<file path="src/rtl/efr_pkg.sv">
// Shared types, constants and register indexes for the escaped frame receiver.
// Used by every module of the block except efr_ram; depends on nothing else.
`timescale 1ns / 1ps

package efr_pkg;

  // Byte and field widths.
  localparam int unsigned ByteW    = 8;
  localparam int unsigned LenW     = 6;
  localparam int unsigned CfgIdxW  = 2;

  // Default frame buffer depth (legal range 2 to 64).
  localparam int unsigned BufferDepthDef = 64;

  // Configuration register indexes.
  localparam logic [CfgIdxW-1:0] CFG_FLAG_VALUE   = 2'd0;
  localparam logic [CfgIdxW-1:0] CFG_ESCAPE_VALUE = 2'd1;
  localparam logic [CfgIdxW-1:0] CFG_ESCAPE_MASK  = 2'd2;

  // Register reset values.
  localparam logic [ByteW-1:0] FLAG_VALUE_RST   = 8'd126;
  localparam logic [ByteW-1:0] ESCAPE_VALUE_RST = 8'd125;
  localparam logic [ByteW-1:0] ESCAPE_MASK_RST  = 8'd32;

  typedef struct packed {
    logic [ByteW-1:0] flag_value;
    logic [ByteW-1:0] escape_value;
    logic [ByteW-1:0] escape_xor_mask;
  } cfg_t;

  // Request from the frame controller to the readout engine.
  typedef struct packed {
    logic            start;
    logic [LenW-1:0] len;
  } drain_req_t;

  typedef enum logic [1:0] {
    RD_IDLE,
    RD_LOAD,
    RD_OUT
  } rd_state_e;

endpackage

</file>
<file path="src/rtl/efr_ram.sv">
// Generic simple dual-port RAM: one write port, one read port, registered read.
// No package dependency.
`timescale 1ns / 1ps

module efr_ram #(
  parameter int unsigned Width = 8,
  parameter int unsigned Depth = 64,
  localparam int unsigned AddrW = (Depth > 1) ? $clog2(Depth) : 1
) (
  input  logic             clk_i,
  input  logic             we_i,
  input  logic [AddrW-1:0] waddr_i,
  input  logic [Width-1:0] wdata_i,
  input  logic             re_i,
  input  logic [AddrW-1:0] raddr_i,
  output logic [Width-1:0] rdata_o
);

  logic [Width-1:0] mem_q [Depth];
  logic [Width-1:0] rdata_q;

  always_ff @(posedge clk_i) begin
    if (we_i) begin
      mem_q[waddr_i] <= wdata_i;
    end
    if (re_i) begin
      rdata_q <= mem_q[raddr_i];
    end
  end

  assign rdata_o = rdata_q;

endmodule

</file>
<file path="src/rtl/efr_frame_ctl.sv">
// Receive side: escape removal, frame store writes, running check sum and frame close.
// Depends on efr_pkg.
`timescale 1ns / 1ps

module efr_frame_ctl #(
  parameter int unsigned BufferDepth = efr_pkg::BufferDepthDef,
  localparam int unsigned AddrW = (BufferDepth > 1) ? $clog2(BufferDepth) : 1,
  localparam int unsigned CntW  = $clog2(BufferDepth + 1)
) (
  input  logic                     clk_i,
  input  logic                     rst_ni,
  input  efr_pkg::cfg_t            cfg_i,
  input  logic                     byte_xfer_i,
  input  logic [efr_pkg::ByteW-1:0] rx_byte_i,
  output logic                     we_o,
  output logic [AddrW-1:0]         waddr_o,
  output logic [efr_pkg::ByteW-1:0] wdata_o,
  output efr_pkg::drain_req_t      drain_o
);

  logic [CntW-1:0]           count_q, count_d;
  logic                      esc_q, esc_d;
  logic                      ovf_q, ovf_d;
  // Sum of all stored bytes except the most recent one, and that most recent byte.
  logic [efr_pkg::ByteW-1:0] sum_q, sum_d;
  logic [efr_pkg::ByteW-1:0] last_q, last_d;

  logic                      is_flag, is_esc;
  logic [efr_pkg::ByteW-1:0] data_byte;
  logic                      has_room;

  assign is_flag   = (rx_byte_i == cfg_i.flag_value);
  assign is_esc    = !is_flag && (rx_byte_i == cfg_i.escape_value);
  assign data_byte = esc_q ? (rx_byte_i ^ cfg_i.escape_xor_mask) : rx_byte_i;
  assign has_room  = (count_q < CntW'(BufferDepth));

  always_comb begin
    count_d       = count_q;
    esc_d         = esc_q;
    ovf_d         = ovf_q;
    sum_d         = sum_q;
    last_d        = last_q;
    we_o          = 1'b0;
    drain_o.start = 1'b0;
    drain_o.len   = efr_pkg::LenW'(count_q - CntW'(1));
    if (byte_xfer_i) begin
      if (is_flag) begin
        drain_o.start = !ovf_q && (count_q > CntW'(1)) && (sum_q == last_q);
        count_d       = '0;
        esc_d         = 1'b0;
        ovf_d         = 1'b0;
        sum_d         = '0;
        last_d        = '0;
      end else if (is_esc) begin
        esc_d = 1'b1;
      end else begin
        esc_d = 1'b0;
        if (has_room) begin
          we_o    = 1'b1;
          count_d = count_q + CntW'(1);
          last_d  = data_byte;
          if (count_q != '0) begin
            sum_d = sum_q + last_q;
          end
        end else begin
          ovf_d = 1'b1;
        end
      end
    end
  end

  assign waddr_o = AddrW'(count_q);
  assign wdata_o = data_byte;

  always_ff @(posedge clk_i or negedge rst_ni) begin
    if (!rst_ni) begin
      count_q <= '0;
      esc_q   <= 1'b0;
      ovf_q   <= 1'b0;
      sum_q   <= '0;
      last_q  <= '0;
    end else begin
      count_q <= count_d;
      esc_q   <= esc_d;
      ovf_q   <= ovf_d;
      sum_q   <= sum_d;
      last_q  <= last_d;
    end
  end

endmodule

</file>
<file path="src/rtl/efr_readout.sv">
// Readout engine: walks the frame store after a passing frame and drives the result register.
// Depends on efr_pkg.
`timescale 1ns / 1ps

module efr_readout #(
  parameter int unsigned BufferDepth = efr_pkg::BufferDepthDef,
  localparam int unsigned AddrW = (BufferDepth > 1) ? $clog2(BufferDepth) : 1
) (
  input  logic                      clk_i,
  input  logic                      rst_ni,
  input  efr_pkg::drain_req_t       drain_i,
  output logic                      re_o,
  output logic [AddrW-1:0]          raddr_o,
  input  logic [efr_pkg::ByteW-1:0] rdata_i,
  output logic                      idle_o,
  output logic                      out_valid_o,
  input  logic                      out_ready_i,
  output logic [efr_pkg::ByteW-1:0] payload_byte_o,
  output logic                      frame_end_o,
  output logic [efr_pkg::LenW-1:0]  payload_length_o
);

  efr_pkg::rd_state_e state_q, state_d;
  logic [AddrW-1:0]          ptr_q, ptr_d;
  logic [efr_pkg::LenW-1:0]  len_q, len_d;
  logic [efr_pkg::ByteW-1:0] data_q;
  logic                      end_q;
  logic                      at_last;

  assign at_last = (efr_pkg::LenW'(ptr_q) == (len_q - efr_pkg::LenW'(1)));

  // Next state.
  always_comb begin
    state_d = state_q;
    case (state_q)
      efr_pkg::RD_IDLE: begin
        if (drain_i.start) begin
          state_d = efr_pkg::RD_LOAD;
        end
      end
      efr_pkg::RD_LOAD: begin
        state_d = efr_pkg::RD_OUT;
      end
      efr_pkg::RD_OUT: begin
        if (out_ready_i) begin
          state_d = end_q ? efr_pkg::RD_IDLE : efr_pkg::RD_LOAD;
        end
      end
      default: begin
        state_d = efr_pkg::RD_IDLE;
      end
    endcase
  end

  // Outputs and datapath controls.
  always_comb begin
    re_o        = 1'b0;
    raddr_o     = ptr_q;
    ptr_d       = ptr_q;
    len_d       = len_q;
    idle_o      = 1'b0;
    out_valid_o = 1'b0;
    case (state_q)
      efr_pkg::RD_IDLE: begin
        idle_o = 1'b1;
        if (drain_i.start) begin
          re_o    = 1'b1;
          raddr_o = '0;
          ptr_d   = '0;
          len_d   = drain_i.len;
        end
      end
      efr_pkg::RD_LOAD: begin
      end
      efr_pkg::RD_OUT: begin
        out_valid_o = 1'b1;
        if (out_ready_i && !end_q) begin
          re_o    = 1'b1;
          raddr_o = ptr_q + AddrW'(1);
          ptr_d   = ptr_q + AddrW'(1);
        end
      end
      default: begin
      end
    endcase
  end

  always_ff @(posedge clk_i or negedge rst_ni) begin
    if (!rst_ni) begin
      state_q <= efr_pkg::RD_IDLE;
      ptr_q   <= '0;
      len_q   <= '0;
      end_q   <= 1'b0;
    end else begin
      state_q <= state_d;
      ptr_q   <= ptr_d;
      len_q   <= len_d;
      if (state_q == efr_pkg::RD_LOAD) begin
        end_q <= at_last;
      end
    end
  end

  always_ff @(posedge clk_i) begin
    if (state_q == efr_pkg::RD_LOAD) begin
      data_q <= rdata_i;
    end
  end

  assign payload_byte_o   = data_q;
  assign frame_end_o      = end_q;
  assign payload_length_o = len_q;

endmodule

</file>
<file path="src/rtl/escaped_frame_receiver_sum_check_unit.sv">
// Top level of the escaped frame receiver with additive sum check.
// Depends on efr_pkg, efr_ram, efr_frame_ctl and efr_readout.
`timescale 1ns / 1ps

// Channel   Direction  Handshake                    Payload
// rx        in         rx_valid_i / rx_ready_o      rx_byte_i
// out       out        out_valid_o / out_ready_i    payload_byte_o, frame_end_o,
//                                                   payload_length_o
// cfg       in         cfg_we_i (no wait)           cfg_idx_i, cfg_wdata_i
//
// An ordinary, escape or failing flag byte is taken without holding off the
// input, so the next byte may follow it directly.
// A flag byte that closes a passing frame starts a readout in which each payload
// byte goes through the frame store read, then the result register, and the
// receiver stays busy until the last byte has been taken at the output.
// While the readout runs rx_ready_o is low; the result register holds its
// byte until out_ready_i takes it.
// Reset clears the control state and loads the register defaults. The frame
// store needs no clearing pass, since only entries written in the current
// frame are ever read.

module escaped_frame_receiver_sum_check_unit #(
  parameter int unsigned BufferDepth = efr_pkg::BufferDepthDef,
  localparam int unsigned AddrW = (BufferDepth > 1) ? $clog2(BufferDepth) : 1
) (
  input  logic                        clk_i,
  input  logic                        rst_ni,
  // Received link bytes.
  input  logic                        rx_valid_i,
  output logic                        rx_ready_o,
  input  logic [efr_pkg::ByteW-1:0]   rx_byte_i,
  // Payload bytes of frames that passed the check.
  output logic                        out_valid_o,
  input  logic                        out_ready_i,
  output logic [efr_pkg::ByteW-1:0]   payload_byte_o,
  output logic                        frame_end_o,
  output logic [efr_pkg::LenW-1:0]    payload_length_o,
  // Configuration write port.
  input  logic                        cfg_we_i,
  input  logic [efr_pkg::CfgIdxW-1:0] cfg_idx_i,
  input  logic [efr_pkg::ByteW-1:0]   cfg_wdata_i
);

  efr_pkg::cfg_t cfg_q, cfg_d;

  // Register write decode. Index three is not a register and is dropped.
  always_comb begin
    cfg_d = cfg_q;
    if (cfg_we_i) begin
      case (cfg_idx_i)
        efr_pkg::CFG_FLAG_VALUE:   cfg_d.flag_value      = cfg_wdata_i;
        efr_pkg::CFG_ESCAPE_VALUE: cfg_d.escape_value    = cfg_wdata_i;
        efr_pkg::CFG_ESCAPE_MASK:  cfg_d.escape_xor_mask = cfg_wdata_i;
        default: begin
        end
      endcase
    end
  end

  always_ff @(posedge clk_i or negedge rst_ni) begin
    if (!rst_ni) begin
      cfg_q.flag_value      <= efr_pkg::FLAG_VALUE_RST;
      cfg_q.escape_value    <= efr_pkg::ESCAPE_VALUE_RST;
      cfg_q.escape_xor_mask <= efr_pkg::ESCAPE_MASK_RST;
    end else begin
      cfg_q <= cfg_d;
    end
  end

  logic                      rx_xfer;
  logic                      rd_idle;
  logic                      ram_we;
  logic [AddrW-1:0]          ram_waddr;
  logic [efr_pkg::ByteW-1:0] ram_wdata;
  logic                      ram_re;
  logic [AddrW-1:0]          ram_raddr;
  logic [efr_pkg::ByteW-1:0] ram_rdata;
  efr_pkg::drain_req_t       drain;

  // Bytes are taken only while no readout is in progress.
  assign rx_ready_o = rd_idle;
  assign rx_xfer    = rx_valid_i && rx_ready_o;

  // The frame controller keeps the running sum as bytes arrive, so the close
  // decision is made in the flag transfer cycle. Store writes and reads never
  // overlap: the flag writes nothing; other reads run with input held off.
  efr_frame_ctl #(
    .BufferDepth (BufferDepth)
  ) u_frame_ctl (
    .clk_i       (clk_i),
    .rst_ni      (rst_ni),
    .cfg_i       (cfg_q),
    .byte_xfer_i (rx_xfer),
    .rx_byte_i   (rx_byte_i),
    .we_o        (ram_we),
    .waddr_o     (ram_waddr),
    .wdata_o     (ram_wdata),
    .drain_o     (drain)
  );

  efr_ram #(
    .Width (efr_pkg::ByteW),
    .Depth (BufferDepth)
  ) u_frame_store (
    .clk_i   (clk_i),
    .we_i    (ram_we),
    .waddr_i (ram_waddr),
    .wdata_i (ram_wdata),
    .re_i    (ram_re),
    .raddr_i (ram_raddr),
    .rdata_o (ram_rdata)
  );

  efr_readout #(
    .BufferDepth (BufferDepth)
  ) u_readout (
    .clk_i            (clk_i),
    .rst_ni           (rst_ni),
    .drain_i          (drain),
    .re_o             (ram_re),
    .raddr_o          (ram_raddr),
    .rdata_i          (ram_rdata),
    .idle_o           (rd_idle),
    .out_valid_o      (out_valid_o),
    .out_ready_i      (out_ready_i),
    .payload_byte_o   (payload_byte_o),
    .frame_end_o      (frame_end_o),
    .payload_length_o (payload_length_o)
  );

`ifndef SYNTHESIS
  // Input is never taken while a result is on offer.
  assert property (@(posedge clk_i) disable iff (!rst_ni)
    !(rx_ready_o && out_valid_o))
    else $error("input ready while a result is pending");

  // A passing frame close starts the readout on the next cycle.
  assert property (@(posedge clk_i) disable iff (!rst_ni)
    drain.start |=> !rx_ready_o)
    else $error("readout did not start after a passing frame");

  // Delivery of the last byte of a frame returns the receiver to input.
  assert property (@(posedge clk_i) disable iff (!rst_ni)
    (out_valid_o && out_ready_i && frame_end_o) |=> rx_ready_o)
    else $error("receiver not ready after the end of a frame");

  // The frame store is never written while it is being read out.
  assert property (@(posedge clk_i) disable iff (!rst_ni)
    !(ram_we && !rd_idle))
    else $error("frame store written during readout");
`endif

endmodule

</file>
<file path="config.mk">
export PLATFORM = sky130hd
export DESIGN_NAME = escaped_frame_receiver_sum_check_unit
export DESIGN_NICKNAME = d
export VERILOG_FILES = /design/src/rtl/efr_pkg.sv /design/src/rtl/efr_ram.sv /design/src/rtl/efr_frame_ctl.sv /design/src/rtl/efr_readout.sv /design/src/rtl/escaped_frame_receiver_sum_check_unit.sv
export SDC_FILE = /design/constraint.sdc
export NUM_CORES = 1
export LEC_CHECK = 0
export ABC_AREA = 1
export ABC_CLOCK_PERIOD_IN_PS = 3500
export BUFFER_PORTS_ARGS = -buffer_cell sky130_fd_sc_hd__buf_2
export CAP_MARGIN = 20
export CORE_UTILIZATION = 47
export CTS_CLUSTER_SIZE = 8
export DETAILED_ROUTE_END_ITERATION = 16
export HOLD_SLACK_MARGIN = 0.1
export SLEW_MARGIN = 40
export SYNTH_ARGS = -nofsm -noshare
export SYNTH_HDL_FRONTEND = slang
export SYNTH_SLANG_ARGS = --single-unit
</file>
<file path="constraint.sdc">
create_clock -name clk_i -period 3.5 [get_ports clk_i]
set_clock_uncertainty 0.15 [all_clocks]
set_input_delay 0.7 -clock clk_i [delete_from_list [all_inputs] [get_ports clk_i]]
set_output_delay 0.7 -clock clk_i [all_outputs]
set_load 0.005 [all_outputs]
</file>
## Word-level counts from Yosys, hierarchy flattened

Memory sizes are Yosys's and may differ from the RTL's. A register that Yosys moved wholly into a read port is not among the register bits.
Cells that the tools add are included.

| storage, ports and cells | value |
|---|---|
| flip-flop bits (word level) | 72 |
| bits in latches | 0 |
| bits in writable memories | 512 |
| ROM bits | 0 |
| input port bits | 23 |
| output and inout bits | 17 |
| word-level logic and storage cells | 91 |
| memories kept | 1 |

| cells by class | value |
|---|---|
| add/sub/neg operators | 5 |
| multiply operators | 0 |
| div/mod/pow operators | 0 |
| order comparisons | 2 |
| eq/ne operators | 12 |
| shift operators | 0 |
| muxes and demuxes | 36 |
| bitwise gates (word level) | 1 |
| reductions and logical operators | 21 |

Memories:

| memory | depth | width | read ports | clocked after memory_dff | write ports | line | text |
|---|---|---|---|---|---|---|---|
| u_frame_store.mem_q | 64 | 8 | 1 | 1 | 1 | efr_ram.sv:19 | `logic [Width-1:0] mem_q [Depth];` |

Operators by type and width:

| kind | number |
|---|---|
| 8-bit 2-to-1 mux | 8 |
| 8-bit == test | 3 |
| 7-bit 2-to-1 mux | 3 |
| 1-bit 2-to-1 mux | 18 |
| 6-bit 2-to-1 mux | 2 |
| 6-bit one-hot mux with 2 select lines | 1 |
| 6-bit by 1-bit subtractor with 6-bit output (second input constant) | 2 |
| 2-bit AND reduction | 5 |
| 8-bit adder | 1 |
| 8-bit XOR | 1 |
| 7-bit by 1-bit adder with 7-bit output (second input constant) | 1 |
| 7-bit by 1-bit > comparator with 1-bit output (second input constant) | 1 |
| 7-bit < comparator (second input constant) | 1 |
| 7-bit nonzero test | 1 |
| 6-bit by 1-bit adder with 6-bit output (second input constant) | 1 |
| 6-bit == test | 1 |
| 2-bit one-hot mux with 3 select lines | 1 |
| 3-bit AND reduction | 2 |
| 1-bit logical AND | 5 |
| 2-bit by 1-bit == test with 1-bit output (second input constant) | 2 |
| 2-bit == test (second input constant) | 2 |
| 2-bit logical NOT | 2 |
| 2-bit 2-to-1 mux | 2 |
| 2-bit by 1-bit inequality test with 1-bit output (second input constant) | 2 |
| 5 further kinds | 9 |

## Depth between registers and ports, before layout

| depth | value |
|---|---|
| depth in word-level cells | 8 |
| gate-level depth with buffers | 21 |
| depth with buffers taken out | 19 |

## Modules after synthesis

Synthesis repeated with hierarchy kept, for this count alone.

| unflattened totals | value |
|---|---|
| cell total of the unflattened synthesis | 2356 |
| area, all modules | 25847.3 um^2 |

Modules (own cells, without submodules):

| module | instances | cells an instance | area each (um^2) | seq. area each (um^2) |
|---|---|---|---|---|
| efr_ram | 1 | 1805 | 21419.3 | 15615.0 |
| efr_frame_ctl | 1 | 307 | 2213.4 | 625.6 |
| efr_readout | 1 | 135 | 1139.8 | 615.6 |
| escaped_frame_receiver_sum_check_unit | 1 | 109 | 1074.8 | 616.8 |

## Worst setup path after synthesis

OpenSTA, ideal clock, no wires.

| path | value |
|---|---|
| path kind | input to register |
| start | input port rx_byte_i[5] in the netlist's numbering |
| end | memory u_frame_store.mem_q[0][5] (data pin) |
| library setup time | 0.577 ns |
| arrival time | 2.612 ns |
| data required time | 2.773 ns |
| slack | 0.162 ns |
| stages on the path | 1 |
| buffers on the path | 0 |
| cell sequence | xnor2_1 |

| on the way | value |
|---|---|
| longest elaborated chain between the ends | 2 |

RTL lines:

| what | line | text |
|---|---|---|
| start: declaration | escaped_frame_receiver_sum_check_unit.sv:31 | `input logic [efr_pkg::ByteW-1:0] rx_byte_i,` |
| 8-bit XOR | efr_frame_ctl.sv:34 | `assign data_byte = esc_q ? (rx_byte_i ^ cfg_i.escape_xor_mask) : rx_byte_i;` |
| 8-bit 2-to-1 mux (*) | efr_frame_ctl.sv:34 |  |
| end: declaration | efr_ram.sv:19 |  |

Mark *: on every way between the ends. The rest lies on a longest branch, timed or not.

## Worst setup path after layout

| path | value |
|---|---|
| start | register u_frame_ctl.last_q[5] in the netlist's numbering |
| end | register u_frame_store.rdata_q[7], in the netlist u_frame_store.rdata_o[7], read port of u_frame_store.mem_q (data pin) |

| on the way | value |
|---|---|
| longest elaborated chain between the ends | 6 |
| elaborated cells between the ends (all ways) | 8 |
| classes of those cells | 1 x eq/ne; 6 x mux; 1 x reduce/logical |

RTL lines:

| what | line | text |
|---|---|---|
| start: declaration | efr_frame_ctl.sv:26 | `logic [efr_pkg::ByteW-1:0] last_q, last_d;` |
| start signal: assignment | efr_frame_ctl.sv:87 | `last_q <= last_d;` |
| 8-bit == test (*) | efr_frame_ctl.sv:48 | `drain_o.start = !ovf_q && (count_q > CntW'(1)) && (sum_q == last_q);` |
| 1-bit logical AND (*) | efr_frame_ctl.sv:48 |  |
| 1-bit 2-to-1 mux (*) | efr_frame_ctl.sv:47 | `if (is_flag) begin` |
| 1-bit 2-to-1 mux (*) | efr_frame_ctl.sv:46 | `if (byte_xfer_i) begin` |
| 6-bit 2-to-1 mux / 1-bit 2-to-1 mux (equally long branches) | efr_readout.sv:66 | `if (drain_i.start) begin` |
| 6-bit one-hot mux with 2 select lines / 1-bit one-hot mux with 2 select lines (equally long branches) | -- |  |
| end: declaration | efr_ram.sv:20 | `logic [Width-1:0] rdata_q;` |

Marked as above.
A chain may end at the register's enable or synchronous reset.

==> metrics.txt <==
status=finished, final reports clean; commonest non-fill, non-tap cell in the layout=nand3_1; antenna-violating nets left=0; minimum clock period=3.31 ns; core area=0.0564 sq mm; cell mode on critical path=nand3_1; Setup violations, final=0; Clock Sinks=592; filler instances=4916; final hold vios=0; Worst slew margin=53.3%; DPL Wire Length=42700 um; Flop pwr share=35.5%; DIE WIDTH=241 um; TritonCTS clock tree=yes; Comb pwr share=34.3%; diode count=0; P_leak=0.0128 uW; Initial Util=47.6%; period utilisation layout=94.5%; Post-Syn Nets=2593; Setup WS pre-CTS=-0.107 ns; Worst Tran Pin Value=0.696 ns; Final nets=2724; crit-path max FO=35; Clock power frac=30.1%; Total Power=23800 uW; Setup Crit Path Kind=register to register; most frequent cells in the layout=nand3_1 (545), edfxtp_1 (528), nand2_1 (461); fin. max-slew vios=0; CP required=3.72 ns; layout overhead on the synthesized area=16.5%; Post-Syn Area per Cell=10.5 sq um; Setup WS post-layout=0.192 ns; mapped cell area=0.0268 sq mm; Finished Core Util=55.4%; YS warnings=0; fraction of layout cells with a size suffix above 1=12.4%; DR iter-0 viols=1690; die footprint=0.0581 sq mm; grt total ovfl=0; Unique masters post-synth=40; Pint=15200 uW; IO Port Bufs=39; Max Clk Rate=0.302 GHz; CP Launch Type=register; max-cap viol count=0; VDD IR max=0.508 mV; Overall Global Routing Usage=25.2%; worst skew pair latency=0.63 ns; clock root cell=clkbuf_16; Synth Instances=2556; Max Root-Sink Buffers=3; clk slew on worst S/H paths=0.05 ns; RePlAce Congestion=0.879; Routed WL per cell=20.8 um; drt first pass iters=6; initial antenna violation count=0; DR vias/cell=5.41; cell chain of the critical path=ha_1 -> nor2_1 -> nand2_1 -> nor2_1 -> nand3_1 -> nor2_2 -> nand2_4 -> nand2_4 -> nand2_8 -> nand2_8 -> buf_4 -> buf_12 -> nand2_1 -> nand3_1 -> nand3_1 -> nand3_1 -> nand3_1 -> nand3_2 -> nand2_1; switching share of total power=36.2%; switching power=8620 uW; Hold Path Class=primary input to register; IO Pins=40; H-Tree Depth=3; TritonCTS buffer count=83; chip height=241 um; fraction of the yosys area taken by sequential cells=65.1%; Setup crit end kind=register; Via Count=18.8k; largest net degree at the start of global routing=93; CP max stage delay=0.39 ns; Power per Cell Area=762 mW/mm^2; row count=87; DR DRC count=0; vias in the first global route=18.5k; CP Data Arrival Time=3.53 ns; Worst path slowest cell=dfrtp_1; first-pass GRT wire length=108000 um; Synth Register Bits=592; Post-synth EDFFs=528; ys flop type=edfxtp_1; drt total wl=72000 um; Post-synth ARST share=10.8%
[critical path: cells and delay by family, from the launching register on]
family	cells	cell delay, ns
and+or+nand+nor	16	1.78
DFF	1	0.39
adders and majority gates	1	0.35
buffers and inverters	2	0.34
[kinds of logic after synthesis]
| kind of cell | synth area share [%] |
|---|---|
| DFF | 65.1 |
| and+or+nand+nor | 23.4 |
| muxes | 0.0746 |
| xor gates and xnor gates | 0.979 |
| buffers and inverters | 8.19 |
| AOI/OAI and AO/OA | 1.52 |
| adders and majority gates | 0.681 |
[final cells by class]
class | instances | area (sq um) | area share, %
inverters | 400 | 1510 | 4.82
clock buffers | 107 | 2210 | 7.07
flip-flops and latches | 592 | 17500 | 55.9
repair buffers | 184 | 1690 | 5.40
well taps | 756 | 946 | 3.03
multi-input cells | 1426 | 7380 | 23.6
clock inverters | 4 | 61.3 | 0.196
[metrics by stage]
stage	area, sq um	hold slack (ns)	std cells	setup TNS, ns
3_5_place_dp	28800	0.262	3350	-0.120
2_1_floorplan	26800	0.250	2556	0
5_1_grt	31300	0.144	3469	-0.00123
4_1_cts	31100	0.121	3462	0
3_3_place_gp	28800	0.266	3350	-0.162
6_report	31300	0.163	3469	0
[power by group through the flow]
stage               clock network (uW)  logic (uW)  registers (uW)
floorplan                            0        5000            8530
global placement                     0        7830            8570
detailed placement                   0        7920            8590
CTS                               7310        7960            8460
global route                      7560        8870            8490
finish                            7180        8180            8460
[flip-flops by register name, indices dropped and copies added, names as in the netlist, 7 cells and up]
signal / count
u_frame_store.rdata_o: 8
u_frame_ctl.sum_q: 8
cfg_q: 24
u_frame_ctl.last_q: 8
u_readout.payload_byte_o: 8
u_frame_store.mem_q: 512
u_frame_ctl.count_q: 7
[per-layer routing]
metal  vias to the layer above  global-route usage [%]  part of all wire (%)
met1                      9070                    34.5                    43
met4                         0                    9.70                   3.5
met2                       730                    40.0                    46
li1                       8833                       -                     -
met3                       148                    4.52                   7.2
met5                         -                       0                     0
[Yosys cell counts (3+ instances only)]
| cell | instances | area share (%) |
|---|---|---|
| nand2_1 | 463 | 6.5 |
| buf_2 | 75 | 1.4 |
| ha_1 | 13 | 0.61 |
| a22o_1 | 7 | 0.23 |
| nor2_1 | 101 | 1.4 |
| nand4_1 | 7 | 0.16 |
| buf_6 | 9 | 0.38 |
| inv_2 | 17 | 0.24 |
| nor3_1 | 10 | 0.19 |
| a21oi_1 | 13 | 0.24 |
| nand3b_1 | 160 | 4.5 |
| buf_1 | 5 | 0.070 |
| dfstp_2 | 13 | 1.3 |
| nand3_1 | 549 | 10 |
| o21ai_1 | 3 | 0.056 |
| xnor2_1 | 7 | 0.23 |
| clkbuf_1 | 45 | 0.63 |
| edfxtp_1 | 528 | 59 |
| clkinv_1 | 3 | 0.042 |
| dfrtp_1 | 51 | 4.8 |
| o21ai_0 | 43 | 0.80 |
| buf_4 | 4 | 0.11 |
| or2_2 | 5 | 0.12 |
| inv_1 | 379 | 5.3 |
| nor2_2 | 4 | 0.093 |
| xor2_1 | 23 | 0.75 |
[what timing repair did]
action	CTS	global route
buffers inserted	0	5
hold buffers	1	0
endpoints found under the hold margin	27	0
endpoints found under the setup margin	0	6
resized for setup	0	10
[worst paths after layout]
path	from	end	slack, ns	depth (start not counted)
worst max-delay path	u_frame_ctl.last_q[5]	u_frame_store.rdata_o[7]	0.19	19
worst min register to register	u_frame_store.rdata_o[0]	u_readout.payload_byte_o[0]	0.27	0
worst max register to register	u_frame_ctl.last_q[5]	u_frame_store.rdata_o[7]	0.19	19
max in group asynchronous	rst_ni	u_frame_ctl.sum_q[2]	2.11	3
worst min-delay path	out_ready_i	u_readout.state_q[1]	0.16	2
min in group asynchronous	rst_ni	u_readout.state_q[1]	0.47	2
(Power assumes the default switching activity.)
